===== config.mk =====
export PLATFORM = sky130hd
export DESIGN_NAME = threshold_centroid
export DESIGN_NICKNAME = d
export VERILOG_FILES = /design/src/tc_pkg.sv /design/src/tc_front.sv /design/src/tc_queue.sv /design/src/tc_back.sv /design/src/threshold_centroid.sv
export SDC_FILE = /design/constraint.sdc
export NUM_CORES = 1
export LEC_CHECK = 0
export BUFFER_PORTS_ARGS = -buffer_cell sky130_fd_sc_hd__buf_2
export CAP_MARGIN = 25
export CORE_MARGIN = 1
export CORE_UTILIZATION = 35
export CTS_CLUSTER_SIZE = 10
export DETAILED_ROUTE_END_ITERATION = 7
export SETUP_SLACK_MARGIN = 0.15
export SLEW_MARGIN = 0
export SYNTH_ARGS = -nofsm -noshare
export SYNTH_HDL_FRONTEND = slang
export SYNTH_SLANG_ARGS = --single-unit
export TNS_END_PERCENT = 100

===== constraint.sdc =====
create_clock -name clock -period 4.6 [get_ports clock]
set_input_delay 0.46 -clock clock [delete_from_list [all_inputs] [get_ports clock]]
set_output_delay 0.46 -clock clock [all_outputs]
set_load 0.1 [all_outputs]

===== src/tc_pkg.sv =====
// tc_pkg: shared types and constants for the threshold_centroid block
// no dependencies

package tc_pkg;

   localparam int SUM_W      = 19;
   localparam int CNT_W      = 13;
   localparam int CENTRE_W   = 14;
   localparam int GRAY_W     = 8;
   localparam int ROWW_W     = 7;
   localparam int CSR_IDX_W  = 4;
   localparam int CSR_DATA_W = 8;

   localparam logic [SUM_W-1:0]    SUM_MAX    = {SUM_W{1'b1}};
   localparam logic [CNT_W-1:0]    COUNT_MAX  = {CNT_W{1'b1}};
   localparam logic [CENTRE_W-1:0] CENTRE_MAX = {CENTRE_W{1'b1}};

   localparam logic [GRAY_W-1:0] THRESHOLD_RESET = 8'd50;
   localparam logic [ROWW_W-1:0] ROW_WIDTH_RESET = 7'd12;

   localparam logic [CSR_IDX_W-1:0] CSR_DARK_THRESHOLD = 4'd0;
   localparam logic [CSR_IDX_W-1:0] CSR_ROW_WIDTH      = 4'd1;

   typedef struct packed {
      logic [SUM_W-1:0] column_sum;
      logic [SUM_W-1:0] row_sum;
      logic [CNT_W-1:0] dark_count;
   } tc_snap_type;

   typedef struct packed {
      logic        valid;
      tc_snap_type snap;
   } tc_push_type;

   typedef enum logic [1:0] {
      BK_IDLE,
      BK_DIVIDE,
      BK_DONE
   } tc_back_state_type;

endpackage


===== src/tc_front.sv =====
// tc_front: pixel intake, dark classification and per-frame moment sums
// uses tc_pkg; pushes one snapshot per frame toward tc_queue

module tc_front import tc_pkg::*; #(
   parameter int MAX_WIDTH  = 64,
   parameter int MAX_HEIGHT = 64
) (
   input  logic              clock,
   input  logic              reset,
   input  logic              accept,
   input  logic [GRAY_W-1:0] gray_level,
   input  logic              frame_end,
   input  logic [GRAY_W-1:0] dark_threshold,
   input  logic [ROWW_W-1:0] row_width,
   output tc_push_type       push
);

   localparam int COL_W  = (MAX_WIDTH > 1) ? $clog2(MAX_WIDTH) : 1;
   localparam int ROW_W  = (MAX_HEIGHT > 1) ? $clog2(MAX_HEIGHT) : 1;
   localparam int WCMP_W = ($clog2(MAX_WIDTH + 1) > ROWW_W) ? $clog2(MAX_WIDTH + 1) : ROWW_W;

   logic [COL_W-1:0] col_ff, col_in;
   logic [ROW_W-1:0] row_ff, row_in;
   logic [CNT_W-1:0] count_ff, count_in;
   logic [SUM_W-1:0] xsum_ff, xsum_in;
   logic [SUM_W-1:0] ysum_ff, ysum_in;

   logic [WCMP_W-1:0] rw_ext, max_w, wid, col_inc;
   logic [ROW_W:0]    row_inc;
   logic [SUM_W:0]    xadd, yadd;
   logic              dark, wrap, row_adv;

   always_comb begin
      rw_ext  = WCMP_W'(row_width);
      max_w   = WCMP_W'(MAX_WIDTH);
      if (rw_ext == '0) begin
         wid = WCMP_W'(1);
      end else if (rw_ext > max_w) begin
         wid = max_w;
      end else begin
         wid = rw_ext;
      end
      col_inc = WCMP_W'(col_ff) + WCMP_W'(1);
      row_inc = {1'b0, row_ff} + (ROW_W+1)'(1);
      wrap    = (col_inc >= wid);
      row_adv = (row_inc < (ROW_W+1)'(MAX_HEIGHT));
      dark    = (gray_level <= dark_threshold);

      xadd = {1'b0, xsum_ff} + (SUM_W+1)'(col_inc);
      yadd = {1'b0, ysum_ff} + (SUM_W+1)'(row_inc);

      xsum_in  = xsum_ff;
      ysum_in  = ysum_ff;
      count_in = count_ff;
      if (dark) begin
         xsum_in  = xadd[SUM_W] ? SUM_MAX : xadd[SUM_W-1:0];
         ysum_in  = yadd[SUM_W] ? SUM_MAX : yadd[SUM_W-1:0];
         count_in = (count_ff == COUNT_MAX) ? COUNT_MAX : count_ff + CNT_W'(1);
      end

      col_in = wrap ? '0 : COL_W'(col_inc);
      row_in = (wrap && row_adv) ? ROW_W'(row_inc) : row_ff;

      push.valid           = accept && frame_end;
      push.snap.column_sum = xsum_in;
      push.snap.row_sum    = ysum_in;
      push.snap.dark_count = count_in;
   end

   always_ff @(posedge clock) begin
      if (reset) begin
         col_ff   <= '0;
         row_ff   <= '0;
         count_ff <= '0;
         xsum_ff  <= '0;
         ysum_ff  <= '0;
      end else if (accept) begin
         if (frame_end) begin
            col_ff   <= '0;
            row_ff   <= '0;
            count_ff <= '0;
            xsum_ff  <= '0;
            ysum_ff  <= '0;
         end else begin
            col_ff   <= col_in;
            row_ff   <= row_in;
            count_ff <= count_in;
            xsum_ff  <= xsum_in;
            ysum_ff  <= ysum_in;
         end
      end
   end

endmodule


===== src/tc_queue.sv =====
// tc_queue: two-entry queue of frame snapshots between front and back
// uses tc_pkg

module tc_queue import tc_pkg::*; (
   input  logic        clock,
   input  logic        reset,
   input  tc_push_type push,
   input  logic        pop,
   output logic        full,
   output logic        q_valid,
   output tc_snap_type q_data
);

   tc_snap_type mem_ff [2];
   logic        wr_ptr_ff, rd_ptr_ff;
   logic [1:0]  count_ff;

   assign full    = (count_ff == 2'd2);
   assign q_valid = (count_ff != 2'd0);
   assign q_data  = mem_ff[rd_ptr_ff];

   always_ff @(posedge clock) begin
      if (push.valid) begin
         mem_ff[wr_ptr_ff] <= push.snap;
      end
   end

   always_ff @(posedge clock) begin
      if (reset) begin
         wr_ptr_ff <= 1'b0;
         rd_ptr_ff <= 1'b0;
         count_ff  <= 2'd0;
      end else begin
         if (push.valid) begin
            wr_ptr_ff <= ~wr_ptr_ff;
         end
         if (pop) begin
            rd_ptr_ff <= ~rd_ptr_ff;
         end
         unique case ({push.valid, pop})
            2'b10:   count_ff <= count_ff + 2'd1;
            2'b01:   count_ff <= count_ff - 2'd1;
            default: count_ff <= count_ff;
         endcase
      end
   end

   assert property (@(posedge clock) disable iff (reset) full |-> !push.valid)
      else $error("snapshot pushed into a full queue");

endmodule


===== src/tc_back.sv =====
// tc_back: two restoring dividers that turn moment sums into fixed-point means
// uses tc_pkg; pops tc_queue and owns the result output register

module tc_back import tc_pkg::*; #(
   parameter int FRAC_BITS = 8
) (
   input  logic                clock,
   input  logic                reset,
   input  logic                q_valid,
   input  tc_snap_type         q_data,
   output logic                pop,
   output logic                rsp_valid,
   input  logic                rsp_stall,
   output logic [CENTRE_W-1:0] rsp_centre_x,
   output logic [CENTRE_W-1:0] rsp_centre_y,
   output logic [CNT_W-1:0]    rsp_dark_total,
   output logic                rsp_frame_empty
);

   localparam int DIV_W  = SUM_W + FRAC_BITS;
   localparam int STEP_W = $clog2(DIV_W);

   tc_back_state_type state_ff, state_in;

   logic [DIV_W-1:0]  accx_ff, accy_ff, accx_in, accy_in;
   logic [CNT_W-1:0]  remx_ff, remy_ff, remx_in, remy_in;
   logic [CNT_W-1:0]  cnt_ff;
   logic [STEP_W-1:0] step_ff;
   logic [CNT_W:0]    shx, shy;
   logic              gex, gey, last_step, out_free, out_load, dividing;
   logic [CENTRE_W-1:0] qx, qy;

   logic                rsp_valid_ff;
   logic [CENTRE_W-1:0] cx_ff, cy_ff;
   logic [CNT_W-1:0]    total_ff;
   logic                empty_ff;

   assign last_step = (step_ff == STEP_W'(DIV_W - 1));
   assign out_free  = !rsp_valid_ff || !rsp_stall;

   always_comb begin
      state_in = state_ff;
      unique case (state_ff)
         BK_IDLE:   if (q_valid) state_in = BK_DIVIDE;
         BK_DIVIDE: if (last_step) state_in = BK_DONE;
         BK_DONE:   if (out_free) state_in = BK_IDLE;
         default:   state_in = BK_IDLE;
      endcase
   end

   always_comb begin
      pop      = (state_ff == BK_IDLE) && q_valid;
      dividing = (state_ff == BK_DIVIDE);
      out_load = (state_ff == BK_DONE) && out_free;
   end

   always_comb begin
      shx     = {remx_ff, accx_ff[DIV_W-1]};
      shy     = {remy_ff, accy_ff[DIV_W-1]};
      gex     = (shx >= {1'b0, cnt_ff});
      gey     = (shy >= {1'b0, cnt_ff});
      remx_in = gex ? CNT_W'(shx - {1'b0, cnt_ff}) : CNT_W'(shx);
      remy_in = gey ? CNT_W'(shy - {1'b0, cnt_ff}) : CNT_W'(shy);
      accx_in = {accx_ff[DIV_W-2:0], gex};
      accy_in = {accy_ff[DIV_W-2:0], gey};
      qx = (|accx_ff[DIV_W-1:CENTRE_W]) ? CENTRE_MAX : accx_ff[CENTRE_W-1:0];
      qy = (|accy_ff[DIV_W-1:CENTRE_W]) ? CENTRE_MAX : accy_ff[CENTRE_W-1:0];
   end

   always_ff @(posedge clock) begin
      if (pop) begin
         accx_ff <= DIV_W'(q_data.column_sum) << FRAC_BITS;
         accy_ff <= DIV_W'(q_data.row_sum) << FRAC_BITS;
         remx_ff <= '0;
         remy_ff <= '0;
         cnt_ff  <= q_data.dark_count;
         step_ff <= '0;
      end else if (dividing) begin
         accx_ff <= accx_in;
         accy_ff <= accy_in;
         remx_ff <= remx_in;
         remy_ff <= remy_in;
         step_ff <= step_ff + STEP_W'(1);
      end
   end

   always_ff @(posedge clock) begin
      if (out_load) begin
         if (cnt_ff == '0) begin
            cx_ff    <= '0;
            cy_ff    <= '0;
            total_ff <= '0;
            empty_ff <= 1'b1;
         end else begin
            cx_ff    <= qx;
            cy_ff    <= qy;
            total_ff <= cnt_ff;
            empty_ff <= 1'b0;
         end
      end
   end

   always_ff @(posedge clock) begin
      if (reset) begin
         state_ff     <= BK_IDLE;
         rsp_valid_ff <= 1'b0;
      end else begin
         state_ff <= state_in;
         if (out_load) begin
            rsp_valid_ff <= 1'b1;
         end else if (!rsp_stall) begin
            rsp_valid_ff <= 1'b0;
         end
      end
   end

   assign rsp_valid       = rsp_valid_ff;
   assign rsp_centre_x    = cx_ff;
   assign rsp_centre_y    = cy_ff;
   assign rsp_dark_total  = total_ff;
   assign rsp_frame_empty = empty_ff;

   assert property (@(posedge clock) disable iff (reset) pop |=> state_ff == BK_DIVIDE)
      else $error("popped snapshot did not start a division");

   assert property (@(posedge clock) disable iff (reset)
      (rsp_valid_ff && rsp_frame_empty) |->
         (rsp_centre_x == '0 && rsp_centre_y == '0 && rsp_dark_total == '0))
      else $error("empty frame with nonzero result fields");

   assert property (@(posedge clock) disable iff (reset)
      (rsp_valid_ff && !rsp_frame_empty) |-> rsp_dark_total != '0)
      else $error("nonempty frame with zero dark count");

endmodule


===== src/threshold_centroid.sv =====
// threshold_centroid: top level, configuration registers and block wiring
// uses tc_pkg, tc_front, tc_queue, tc_back
//
// Centroid of the dark pixels of a gray frame. Pixels enter in raster order
// at one per cycle; req_stall rises only while two finished frames wait in
// the snapshot queue. Each frame result is produced by two restoring dividers
// working in parallel, one quotient bit per cycle; the result of a frame
// passes from the queue through BK_DIVIDE and BK_DONE into the result register once
// the output is free, and frames shorter than the division back up through the queue into req_stall.

module threshold_centroid import tc_pkg::*; #(
   parameter int MAX_WIDTH  = 64,
   parameter int MAX_HEIGHT = 64,
   parameter int FRAC_BITS  = 8
) (
   input  logic                  clock,
   input  logic                  reset,
   input  logic                  req_valid,
   output logic                  req_stall,
   input  logic [GRAY_W-1:0]     req_gray_level,
   input  logic                  req_frame_end,
   output logic                  rsp_valid,
   input  logic                  rsp_stall,
   output logic [CENTRE_W-1:0]   rsp_centre_x,
   output logic [CENTRE_W-1:0]   rsp_centre_y,
   output logic [CNT_W-1:0]      rsp_dark_total,
   output logic                  rsp_frame_empty,
   input  logic                  csr_valid,
   output logic                  csr_ready,
   input  logic [CSR_IDX_W-1:0]  csr_index,
   input  logic [CSR_DATA_W-1:0] csr_data
);

   logic [GRAY_W-1:0] threshold_ff;
   logic [ROWW_W-1:0] row_width_ff;
   logic              accept, q_full, q_valid, pop;
   tc_push_type       push;
   tc_snap_type       q_data;

   assign csr_ready = 1'b1;
   assign req_stall = q_full;
   assign accept    = req_valid && !req_stall;

   always_ff @(posedge clock) begin
      if (reset) begin
         threshold_ff <= THRESHOLD_RESET;
         row_width_ff <= ROW_WIDTH_RESET;
      end else if (csr_valid && csr_ready) begin
         unique case (csr_index)
            CSR_DARK_THRESHOLD: threshold_ff <= csr_data;
            CSR_ROW_WIDTH:      row_width_ff <= csr_data[ROWW_W-1:0];
            default:            threshold_ff <= threshold_ff;
         endcase
      end
   end

   tc_front #(
      .MAX_WIDTH  (MAX_WIDTH),
      .MAX_HEIGHT (MAX_HEIGHT)
   ) u_front (
      .clock          (clock),
      .reset          (reset),
      .accept         (accept),
      .gray_level     (req_gray_level),
      .frame_end      (req_frame_end),
      .dark_threshold (threshold_ff),
      .row_width      (row_width_ff),
      .push           (push)
   );

   tc_queue u_queue (
      .clock   (clock),
      .reset   (reset),
      .push    (push),
      .pop     (pop),
      .full    (q_full),
      .q_valid (q_valid),
      .q_data  (q_data)
   );

   tc_back #(
      .FRAC_BITS (FRAC_BITS)
   ) u_back (
      .clock           (clock),
      .reset           (reset),
      .q_valid         (q_valid),
      .q_data          (q_data),
      .pop             (pop),
      .rsp_valid       (rsp_valid),
      .rsp_stall       (rsp_stall),
      .rsp_centre_x    (rsp_centre_x),
      .rsp_centre_y    (rsp_centre_y),
      .rsp_dark_total  (rsp_dark_total),
      .rsp_frame_empty (rsp_frame_empty)
   );

endmodule


==> results of run 1 <==
-- synthesized netlist by cell type (all sizes together), types with 22 or more instances --
master  count
edfxtp    195
nand2     169
nor2      159
dfxtp     133
o21ai     131
mux2i      67
clkbuf     64
ha         61
nand3      61
a21oi      50
inv        46
nor3       30
xnor2      26
xor2       26
a22o       25
a211oi     22
-- power by group through the flow --
stage	registers (W)	clock network, W	logic [W]
after floorplan	0.00398	0	0.00202
after global placement	0.00411	0	0.00258
after detailed placement	0.00412	0	0.00263
after CTS	0.00407	0.00298	0.00263
after global routing	0.00410	0.00311	0.00298
final	0.00404	0.00289	0.00267
-- worst reg2reg max path, cell delays in order (launching register included) --
cell,delay (ns)
dfxtp_1,0.44
ha_1,0.25
xor2_1,0.29
ha_1,0.34
o21ai_0,0.21
o21ai_0,0.14
a31oi_1,0.40
nor3_1,0.10
buf_4,0.23
nand2_1,0.38
o21ai_0,0.17
a22o_1,0.25
-- metal layers --
metal / vias to the layer above / wire, um
li1: 5749 / -
met1: 5491 / 17600
met2: 287 / 15500
met3: 72 / 1910
met4: 0 / 971
met5: - / 0
-- layout make-up --
class | count | area (um^2) | area share
clock buffer | 65 | 1100 | 0.0608
clock inverter | 9 | 106 | 0.00585
inverter | 47 | 176 | 0.00971
multi-input combinational | 1084 | 6970 | 0.384
sequential | 328 | 8520 | 0.469
tap | 592 | 741 | 0.0408
timing repair buffer | 93 | 551 | 0.0303
-- cells by family (layout without fill, tap and decap cells) --
kind of cell    after synthesis  in the layout  share of synthesized area
simple gates                525            525                      0.151
compound gates              353            353                      0.145
flops                       328            328                      0.534
buf+inv                     127            214                     0.0309
mux                          88             88                     0.0569
fa+ha+maj                    65             65                     0.0529
xor+xnor                     52             52                     0.0286
other cells                   1              1                   0.000235
-- worst min path at each step --
stage | startpoint | to | slack [ns] | cells past startpoint
6_report | csr_data[3] | row_width_ff[3] | 0.15 | 3
5_1_grt | csr_data[3] | row_width_ff[3] | 0.14 | 3
4_1_cts | csr_data[3] | row_width_ff[3] | 0.12 | 3
3_5_place_dp | u_back.cnt_ff[8] | u_back.rsp_dark_total[8] | 0.46 | 0
3_3_place_gp | u_back.cnt_ff[8] | u_back.rsp_dark_total[8] | 0.45 | 0
2_1_floorplan | u_back.accx_ff[0] | u_back.accx_ff[0] | 0.44 | 2
-- stage by stage --
| step | instances | setup WS [ns] | area (um^2) |
|---|---|---|---|
| after floorplan | 1539 | 0.995 | 15900 |
| final | 2218 | 1.29 | 18200 |
| after detailed placement | 2143 | 1.29 | 16900 |
| after global placement | 2143 | 1.35 | 16900 |
| after CTS | 2217 | 1.28 | 18100 |
| after global routing | 2218 | 0.915 | 18200 |
-- state kept, by name, indices dropped and copies added (netlist names), 5 cells and up, named ones only --
register               count
u_front.col_ff             6
u_back.accx_ff            27
u_back.accy_ff            27
u_front.count_ff          13
u_queue.mem_ff           102
u_back.step_ff             5
u_front.ysum_ff           19
u_back.rsp_dark_total     13
u_back.remx_ff            13
u_back.remy_ff            13
u_front.row_ff             6
threshold_ff               8
row_width_ff               7
u_front.xsum_ff           19
u_back.cnt_ff             13
u_back.rsp_centre_y       14
u_back.rsp_centre_x       14
==> flow_summary_export.csv, run 1 <==
group,metric,value,unit
run_status,status,"completed",
grt,overflow,0,
sta,period_share,0.719,
placement,gp_congestion,0.876,
drt,routed_wl,35.9,mm
setup_path,cp.depth,11,
synthesis,synth.area.top_cells,"edfxtp_1, dfxtp_1, ha_1",
finish,most-common-layout-cells,"edfxtp_1, nand2_1, nor2_1, dfxtp_1, o21ai_0",
sta,finalSetupViolations,0,
drt,drc_errors,0,
clock_tree,path_clk_slew,0.05,ns
synthesis,syn-num-nets,1630,
grt,grt_pass1_vias,11268,
power,pwr-share-clk,0.301,
grt,met1_usage,0.220,
flow_run,maxCapViolCount,0,
sta,tns,0,ns
clock_tree,numCtsBuffers,40,
finish,area_growth,14.0,%
sta,period_needed,3.31,ns
clock_tree,h-tree-depth,2,
drt,post_drt_wl_per_cell,16.2,um
sta,relSlewSlack,0.324,
power,p_total,0.00959,W
synthesis,yosys.cell_types.count,79,
drt,antenna_left,0,
power,p_switching,0.00324,W
synthesis,async_flop_share,0,
sta,maxSlewViolCount,0,
grt,met3_usage,0.0334,
floorplan,core_area,44600,um^2
power,p_leak,6.87,nW
setup_path,cp-start-kind,"register",
finish,fillerInstances,4291,
clock_tree,cts_root_buf,"clkbuf_16",
finish,n_antenna_cell,0,
sta,finalHoldViolCount,0,
finish,fin_nets,1685,
synthesis,synthesis.area,15900,um^2
synthesis,synth.avg_cell_area,10.4,um^2
setup_path,crit_arrival,3.75,ns
grt,globalRouteTotalUtil,0.156,
sta,whs,0.149,ns
hold_path,hp-class,"in -> reg",
clock_tree,clock-sinks,328,
synthesis,ys_seq_elements,328,
drt,num_vias,11599,
synthesis,netlist_instances,1539,
grt,gr-usage-met2,0.237,
setup_path,timing.rr.start,"u_front.col_ff[0]",
synthesis,ys_seq_area_frac,0.534,
grt,grt_max_degree,75,
floorplan,start_util,0.357,
finish,layout-drive-gt1-share,0.113,
setup_path,cp-end-kind,"register",
power,irDropWorstVdd,0.286,mV
drt,drt_iter0_drc,894,
drt,drt-pass1-iter-count,5,
synthesis,synth-main-ff-cell,"edfxtp_1",
synthesis,synth_top_area_cell,"edfxtp_1",
setup_path,cp-startpoint,"u_front.col_ff[0]",
setup_path,r2r_slack,1.29,ns
setup_path,critPathMaxFanout,15,
grt,antenna_found_initial,0,
power,seqPwrFrac,0.421,
power,power_density,528,nW/um^2
sta,worst_pin_slew,1.01,ns
grt,grt_first_pass_wirelength,59.2,mm
placement,port-buffer-count,69,
synthesis,netlist.area_leader.share,0.367,
power,power_frac_comb,0.278,
clock_tree,cts_tree,"yes",
setup_path,path_buf_inv,1,
setup_path,reg2reg_to,"u_front.xsum_ff[14]",
setup_path,worstSetupPathType,"reg -> reg",
setup_path,crit_slowest_cell,"dfxtp_1",
sta,rsz0062_at_grt,"no",
floorplan,die_x,215,um
synthesis,synth_edf_count,195,
power,swShare,0.338,
grt,top_usage_layer,"met2",
floorplan,rows,77,
setup_path,reg2regPathDepth,11,
setup_path,crit_top_cell,"o21ai_0",
placement,place_hpwl,24.9,mm
clock_tree,clk_latency,0.56,ns
finish,fin_util,0.407,
floorplan,io_pins,71,
sta,timing.fmax,302,MHz
setup_path,crit_path_cell_trace,"ha_1 -> xor2_1 -> ha_1 -> o21ai_0 -> o21ai_0 -> a31oi_1 -> nor3_1 -> buf_4 -> nand2_1 -> o21ai_0 -> a22o_1",
floorplan,die_h,215,um
power,internal_power,0.00635,W
synthesis,ys_warn_count,0,
clock_tree,cts_resized,0,
drt,vias_per_cell,5.23,
setup_path,crit_required,5.04,ns
clock_tree,cts_setup_buffers,0,
finish,final_common_cell,"edfxtp_1",
sta,final.setup_skew,0.0217,ns
clock_tree,clock_path_buffers,3,
setup_path,worstSetupEndpoint,"u_front.xsum_ff[14]",
clock_tree,cts_hold_buf,0,
setup_path,cp_top_family,"compound AO/OA/AOI/OAI gates",
setup_path,max_stage_delay,0.44,ns
floorplan,die-area,46400,um^2
(Power assumes the default switching activity.)
==> inputs of run 2 (changes only) <==
--- a/config.mk
+++ b/config.mk
@@ -5,6 +5,7 @@
 export SDC_FILE = /design/constraint.sdc
 export NUM_CORES = 1
 export LEC_CHECK = 0
+export ABC_AREA = 1
 export BUFFER_PORTS_ARGS = -buffer_cell sky130_fd_sc_hd__buf_2
 export CAP_MARGIN = 25
 export CORE_MARGIN = 1
==> constraint.sdc (replaced) <==
create_clock -name clock -period 2.9 [get_ports clock]
set_input_delay 0.29 -clock clock [delete_from_list [all_inputs] [get_ports clock]]
set_output_delay 0.29 -clock clock [all_outputs]
set_load 0.1 [all_outputs]
==> run 2 against run 1 <==
  * Synthesized cell count up 27%
  * Utilization up 0.48 points
  * Via count up 11%
  * Worst setup slack worse by 0.99 ns
  * First-iteration DRC count down 12%
  * Critical path type unchanged
  * Maximum frequency up 27%
  * Clock skew down 0.00081 ns
  * Sequential cell count unchanged
  * Total power up 64%
  * Die area up 5.4%
  * Hold slack worse by 0.12 ns
  * Synthesized area up 5.4%
==> flow_summary_export.csv, run 2 <==
group,metric,value,unit
placement,place_area,17800,um^2
clock_tree,numCtsBuffers,41,
synthesis,netlist_instances,1948,
sta,finalSetupViolations,0,
drt,vias_per_cell,4.85,
floorplan,rows,79,
synthesis,yosys.cell_types.count,54,
drt,top_layer,"met4",
floorplan,die_h,221,um
sta,period_share,0.896,
synthesis,synthMuxAreaShare,0.00871,
floorplan,die_x,221,um
drt,wl_met2,16.9,mm
setup_path,worstSetupPathType,"reg -> reg",
sta,finalHoldViolCount,0,
synthesis,synth-compound-area-share,0.119,
power,irDropWorstVdd,0.451,mV
floorplan,io_pins,71,
synthesis,synthesis.area,16800,um^2
setup_path,crit_required,3.29,ns
clock_tree,cts_tree,"yes",
finish,reg_top3,"u_queue.mem_ff x102, u_back.accx_ff x27, u_back.accy_ff x27",
grt,antenna_found_initial,0,
flow_run,maxCapViolCount,0,
synthesis,synth_edf_count,195,
clock_tree,clock-sinks,328,
grt,grt_pass1_vias,12273,
drt,wl_met1,18.4,mm
hold_path,min_to,"threshold_ff[7]",
sta,tns,0,ns
synthesis,synthSimpleGateAreaFrac,0.216,
drt,drt_iter0_drc,790,
finish,design_area,19300,um^2
sta,worst_pin_slew,0.881,ns
power,power_density,814,nW/um^2
drt,post_drt_wl_per_cell,14.3,um
setup_path,cp-start-kind,"register",
clock_tree,clock_path_buffers,3,
setup_path,timing.rr.start,"threshold_ff[7]",
setup_path,reg2regPathDepth,14,
sta,timing.fmax,385,MHz
drt,drc_errors,0,
synthesis,ys_warn_count,0,
clock_tree,h-tree-depth,2,
hold_path,worstHoldStart,"csr_data[7]",
finish,final_common_cell,"nand2_1",
placement,port-buffer-count,69,
synthesis,synth.area.top_cells,"edfxtp_1, dfxtp_1, nand2_1",
synthesis,ys_seq_elements,328,
sta,period_needed,2.60,ns
synthesis,syn-num-nets,2039,
finish,most-common-layout-cells,"nand2_1, inv_1, edfxtp_1, o21ai_0, dfxtp_1",
synthesis,yosysMostFrequentCell,"nand2_1",
floorplan,start_util,0.358,
synthesis,netlist.area_leader.share,0.348,
synthesis,ys_seq_area_frac,0.507,
power,p_leak,7.83,nW
grt,grt_max_degree,66,
sta,final.setup_skew,0.0209,ns
sta,maxSlewViolCount,0,
floorplan,die-area,48900,um^2
setup_path,reg2reg_to,"u_front.ysum_ff[1]",
finish,largest_reg_flops,102,
drt,antenna_left,0,
clock_tree,path_clk_slew,0.05,ns
placement,place_hpwl,26.9,mm
finish,n_antenna_cell,0,
setup_path,r2r_slack,0.30,ns
clock_tree,cts_root_buf,"clkbuf_16",
setup_path,cp-startpoint,"threshold_ff[7]",
setup_path,critPathMaxFanout,18,
sta,whs,0.0269,ns
clock_tree,clk_latency,0.56,ns
synthesis,synth_top_family_by_area,"simple AND/OR/NAND/NOR gates",
floorplan,core_area,47000,um^2
synthesis,synth_top_area_cell,"edfxtp_1",
synthesis,synth.avg_cell_area,8.63,um^2
finish,area_growth,15.1,%
drt,num_vias,12884,
drt,drt-pass1-iter-count,5,
grt,overflow,0,
drt,met3WireLength,1.74,mm
setup_path,crit_arrival,2.98,ns
synthesis,synth-main-ff-cell,"edfxtp_1",
synthesis,synth-adder-area-share,0.0502,
run_status,status,"completed",
sta,rsz0062_at_grt,"yes",
finish,layout-drive-gt1-share,0.136,
hold_path,hp-class,"in -> reg",
finish,largest-register,"u_queue.mem_ff",
placement,dp_slack,0.183,ns
setup_path,cp-end-kind,"register",
grt,globalRouteTotalUtil,0.156,
placement,gp_congestion,0.883,
synthesis,async_flop_share,0,
finish,fin_nets,2107,
sta,worst_slack,0.303,ns
drt,routed_wl,38.0,mm
synthesis,synth_xor_area_frac,0.0208,
grt,grt_first_pass_wirelength,62.6,mm
sta,relSlewSlack,0.413,
synthesis,synthTopCellsByCount,"nand2_1, inv_1, edfxtp_1",
hold_path,holdPathStages,3,
-- run 2: cell types whose count changed after synthesis, sizes merged, moves of 43 or more --
cell	previous run	this run
nor2	159	82
o21ai	131	174
nand2	169	550
a21oi	50	129
inv	46	245
mux2i	67	0
-- run 2: kinds of logic after synthesis --
group	after synthesis
AOI/OAI and AO/OA	359
xor gates and xnor gates	40
adders and majority gates	65
buffers and inverters	326
DFF	328
muxes	13
other	1
and+or+nand+nor	816
-- run 2: metrics by stage --
stage | util | power [W] | std cells
finish | 0.412 | 0.0158 | 2655
global route | 0.412 | 0.0167 | 2655
CTS | 0.410 | 0.0159 | 2655
detailed placement | 0.380 | 0.0108 | 2573
global placement | 0.380 | 0.0107 | 2573
floorplan | - | 0.00963 | 1948
-- run 2: final cells by class --
type | instances | area, um^2
Inverter | 247 | 933
Tap cell | 607 | 759
Multi-Input combinational cell | 1294 | 7110
Clock buffer | 65 | 1160
Sequential cell | 328 | 8520
Fill cell | 4588 | 27600
Timing Repair Buffer | 104 | 688
Clock inverter | 10 | 175
-- run 2: what timing repair did --
item / CTS / global route
setup buffers: 0 / 0
resized for setup: 0 / 17
hold buffers: 7 / 0
setup endpoints to repair: 0 / 63
hold endpoints to repair: 13 / 0
-- run 2: worst max-delay path by stage --
stage                            to  slack [ns]
6_report         u_front.ysum_ff[1]        0.30
5_1_grt           u_front.row_ff[2]        0.12
4_1_cts           u_front.col_ff[4]        0.16
3_5_place_dp      u_front.col_ff[4]        0.18
3_3_place_gp      u_front.col_ff[4]        0.19
2_1_floorplan  u_queue.mem_ff[0][0]       -0.52
-- run 2: power by group --
group / switching [W] / internal, W
sequential: 0.000477 / 0.00592
combinational: 0.00294 / 0.00139
clock: 0.00193 / 0.00310
total: 0.00535 / 0.0104
-- run 2: worst max-delay path: stages, from the launching register on --
cell and delay [ns]:
dfxtp_1 0.30, inv_1 0.05, ha_1 0.29, nand2_1 0.07
inv_1 0.03, nor2_1 0.08, o21a_1 0.15, nand2_1 0.08
nand2_2 0.34, clkinv_2 0.43, nor2_1 0.24, nand2_1 0.07
and2_1 0.17, nand2_1 0.07, a21oi_1 0.05
-- run 2: per-layer routing --
layer	vias up	track usage
met5	-	0
met4	0	0.0503
met3	65	0.0278
met2	268	0.247
met1	5928	0.215
li1	6623	-
==> inputs of run 3 (changes only) <==
--- a/config.mk
+++ b/config.mk
@@ -12,6 +12,7 @@
 export CORE_UTILIZATION = 35
 export CTS_CLUSTER_SIZE = 10
 export DETAILED_ROUTE_END_ITERATION = 7
+export PLACE_DENSITY = 0.5
 export SETUP_SLACK_MARGIN = 0.15
 export SLEW_MARGIN = 0
 export SYNTH_ARGS = -nofsm -noshare
==> run 3 against run 2 <==
  * Sequential cell count stayed put
  * Clock-buffer cell count is 5 higher
  * Critical path depth is 1 lower
  * Total power is 1.4% lower
  * Highest routed layer unchanged
  * Largest cell class unchanged
  * Combinational power is 1% higher
  * Design area is 0.38% lower
  * Clock skew is 0.0041 ns lower
==> flow_summary_export.csv, run 3 (synthesis gave the netlist of run 2 again) <==
group,metric,value,unit
run_status,status,"completed",
grt,grt_first_pass_wirelength,64.9,mm
sta,maxSlewViolCount,0,
setup_path,cp-end-kind,"register",
drt,routed_wl,39.6,mm
finish,layout.cells.non_filler,2660,
clock_tree,numCtsBuffers,41,
placement,placed_cells,2578,
sta,finalSetupViolations,0,
floorplan,rows,79,
setup_path,timing.rr.start,"u_front.col_ff[0]",
floorplan,start_util,0.358,
grt,overflow,0,
finish,fin_nets,2111,
drt,antenna_left,0,
sta,tns,0,ns
setup_path,worstSetupPathType,"reg -> reg",
grt,antenna_found_initial,0,
setup_path,cp-start-kind,"register",
finish,most-common-layout-cells,"nand2_1, inv_1, edfxtp_1, o21ai_0, dfxtp_1",
power,p_leak,7.82,nW
flow_run,maxCapViolCount,0,
finish,n_antenna_cell,0,
sta,period_share,0.871,
finish,fillerInstances,4674,
grt,grt_max_degree,61,
clock_tree,clock-sinks,328,
clock_tree,clk_latency,0.55,ns
setup_path,crit_required,3.37,ns
clock_tree,cts_tree,"yes",
sta,finalHoldViolCount,0,
setup_path,crit_path_cell_trace,"ha_1 -> nand3_1 -> xor2_1 -> inv_1 -> ha_1 -> nand2_1 -> inv_1 -> nand3_1 -> nand2_4 -> nand4_1 -> nand3_1 -> nand2_1 -> a21oi_1",
placement,dp_slack,0.170,ns
clock_tree,cts_root_buf,"clkbuf_16",
hold_path,hp-class,"in -> reg",
drt,vias_per_cell,4.82,
clock_tree,clock_path_buffers,3,
floorplan,die_h,221,um
clock_tree,h-tree-depth,2,
setup_path,path_buf_inv,2,
power,irDropWorstVdd,0.376,mV
sta,rsz0062_at_grt,"yes",
drt,num_vias,12808,
power,power_density,806,nW/um^2
setup_path,reg2regPathDepth,13,
grt,grt_pass1_vias,12286,
floorplan,io_pins,71,
hold_path,holdPathStages,3,
drt,drt_iter0_drc,747,
drt,drt-pass1-iter-count,5,
setup_path,r2r_slack,0.37,ns
clock_tree,cts_setup_buffers,0,
floorplan,die_x,221,um
setup_path,cp_top_family,"simple AND/OR/NAND/NOR gates",
sta,timing.fmax,396,MHz
setup_path,max_stage_delay,0.40,ns
floorplan,die-area,48900,um^2
setup_path,critPathMaxFanout,10,
setup_path,crit_slowest_cell,"dfxtp_1",
finish,area_growth,14.7,%
placement,port-buffer-count,69,
clock_tree,path_clk_slew,0.06,ns
placement,gp_congestion,0.862,
drt,post_drt_wl_per_cell,14.9,um
sta,worst_pin_slew,0.678,ns
hold_path,worstHoldStart,"csr_data[7]",
floorplan,core_area,47000,um^2
finish,largest-register,"u_queue.mem_ff",
placement,place_hpwl,28.2,mm
finish,reg_top3,"u_queue.mem_ff x102, u_back.accx_ff x27, u_back.accy_ff x27",
setup_path,reg2reg_to,"u_front.xsum_ff[10]",
sta,final.setup_skew,0.0167,ns
finish,layout-drive-gt1-share,0.138,
sta,period_needed,2.53,ns
setup_path,crit_arrival,3.00,ns
drt,drc_errors,0,
sta,worst_slack,0.374,ns
finish,final_common_cell,"nand2_1",
grt,globalRouteTotalUtil,0.163,
hold_path,min_to,"threshold_ff[7]",
sta,relSlewSlack,0.547,
setup_path,crit_top_cell,"nand3_1",
finish,largest_reg_flops,102,
## run 3: cell count changes in the layout (fill, tap and decap cells not counted), moves of 2 or more
cell       previous run  this run
nand2_1             518       515
ha_4                  2         0
bufinv_16             4         0
nand2_2              29        33
clkbuf_8              2         4
buf_4                23        27
clkbuf_1             21        23
ha_1                 59        61
clkinv_1              3         1
## run 3: how the worst max path moves through the flow
stage | slack, ns | cells past startpoint | to | start
after CTS | 0.15 | 10 | u_queue.mem_ff[1][37] | u_front.col_ff[0]
after floorplan | -0.52 | 5 | u_queue.mem_ff[0][0] | u_queue.count_ff[0]
final | 0.37 | 13 | u_front.xsum_ff[10] | u_front.col_ff[0]
after global placement | 0.23 | 10 | u_queue.mem_ff[0][37] | u_front.col_ff[0]
after global routing | 0.13 | 13 | u_front.xsum_ff[10] | u_front.col_ff[0]
after detailed placement | 0.17 | 10 | u_queue.mem_ff[0][37] | u_front.col_ff[0]
## run 3: report_power, final
group / leakage (nW) / internal (W) / total [W] / switching [W]
Combinational: 4.37 / 0.00139 / 0.00438 / 0.00299
Sequential: 2.84 / 0.00592 / 0.00640 / 0.000483
Clock: 0.611 / 0.00285 / 0.00476 / 0.00191
## run 3: what timing repair did
item | in CTS | in global routing
resized for setup | 0 | 15
hold endpoints to repair | 10 | 0
hold buffers | 6 | 0
endpoints found under the setup margin | 0 | 46
## run 3: per-stage QoR
stage / area [um^2] / hold WS [ns] / util / total power [W]
floorplan: 16800 / 0.403 / - / 0.00963
global placement: 17900 / 0.432 / 0.381 / 0.0108
detailed placement: 17900 / 0.449 / 0.381 / 0.0109
CTS: 19200 / 0.0368 / 0.409 / 0.0158
global route: 19300 / 0.0577 / 0.410 / 0.0166
finish: 19300 / 0.0648 / 0.410 / 0.0155
## run 3: worst reg2reg max path: stages (launching register included)
cell and delay, ns:
dfxtp_1 0.40, ha_1 0.21, nand3_1 0.14, xor2_1 0.15, inv_1 0.09, ha_1 0.36, nand2_1 0.09, inv_1 0.11
nand3_1 0.14, nand2_4 0.17, nand4_1 0.20, nand3_1 0.21, nand2_1 0.07, a21oi_1 0.13
## run 3: layout make-up
class	count	area, um^2	share of cell area
sequential	328	8520	0.442
tap	607	759	0.0394
multi-input combinational	1294	7080	0.367
timing repair buffer	108	728	0.0378
inverter	247	932	0.0484
clock buffer	70	1220	0.0632
clock inverter	6	38.8	0.00201
## run 3: metal layers
layer,up-vias,GRT usage,part of all wire
met1,5909,0.230,0.50
met4,0,0.0557,0.025
li1,6635,-,-
met2,207,0.255,0.44
met3,57,0.0242,0.035
met5,-,0,0
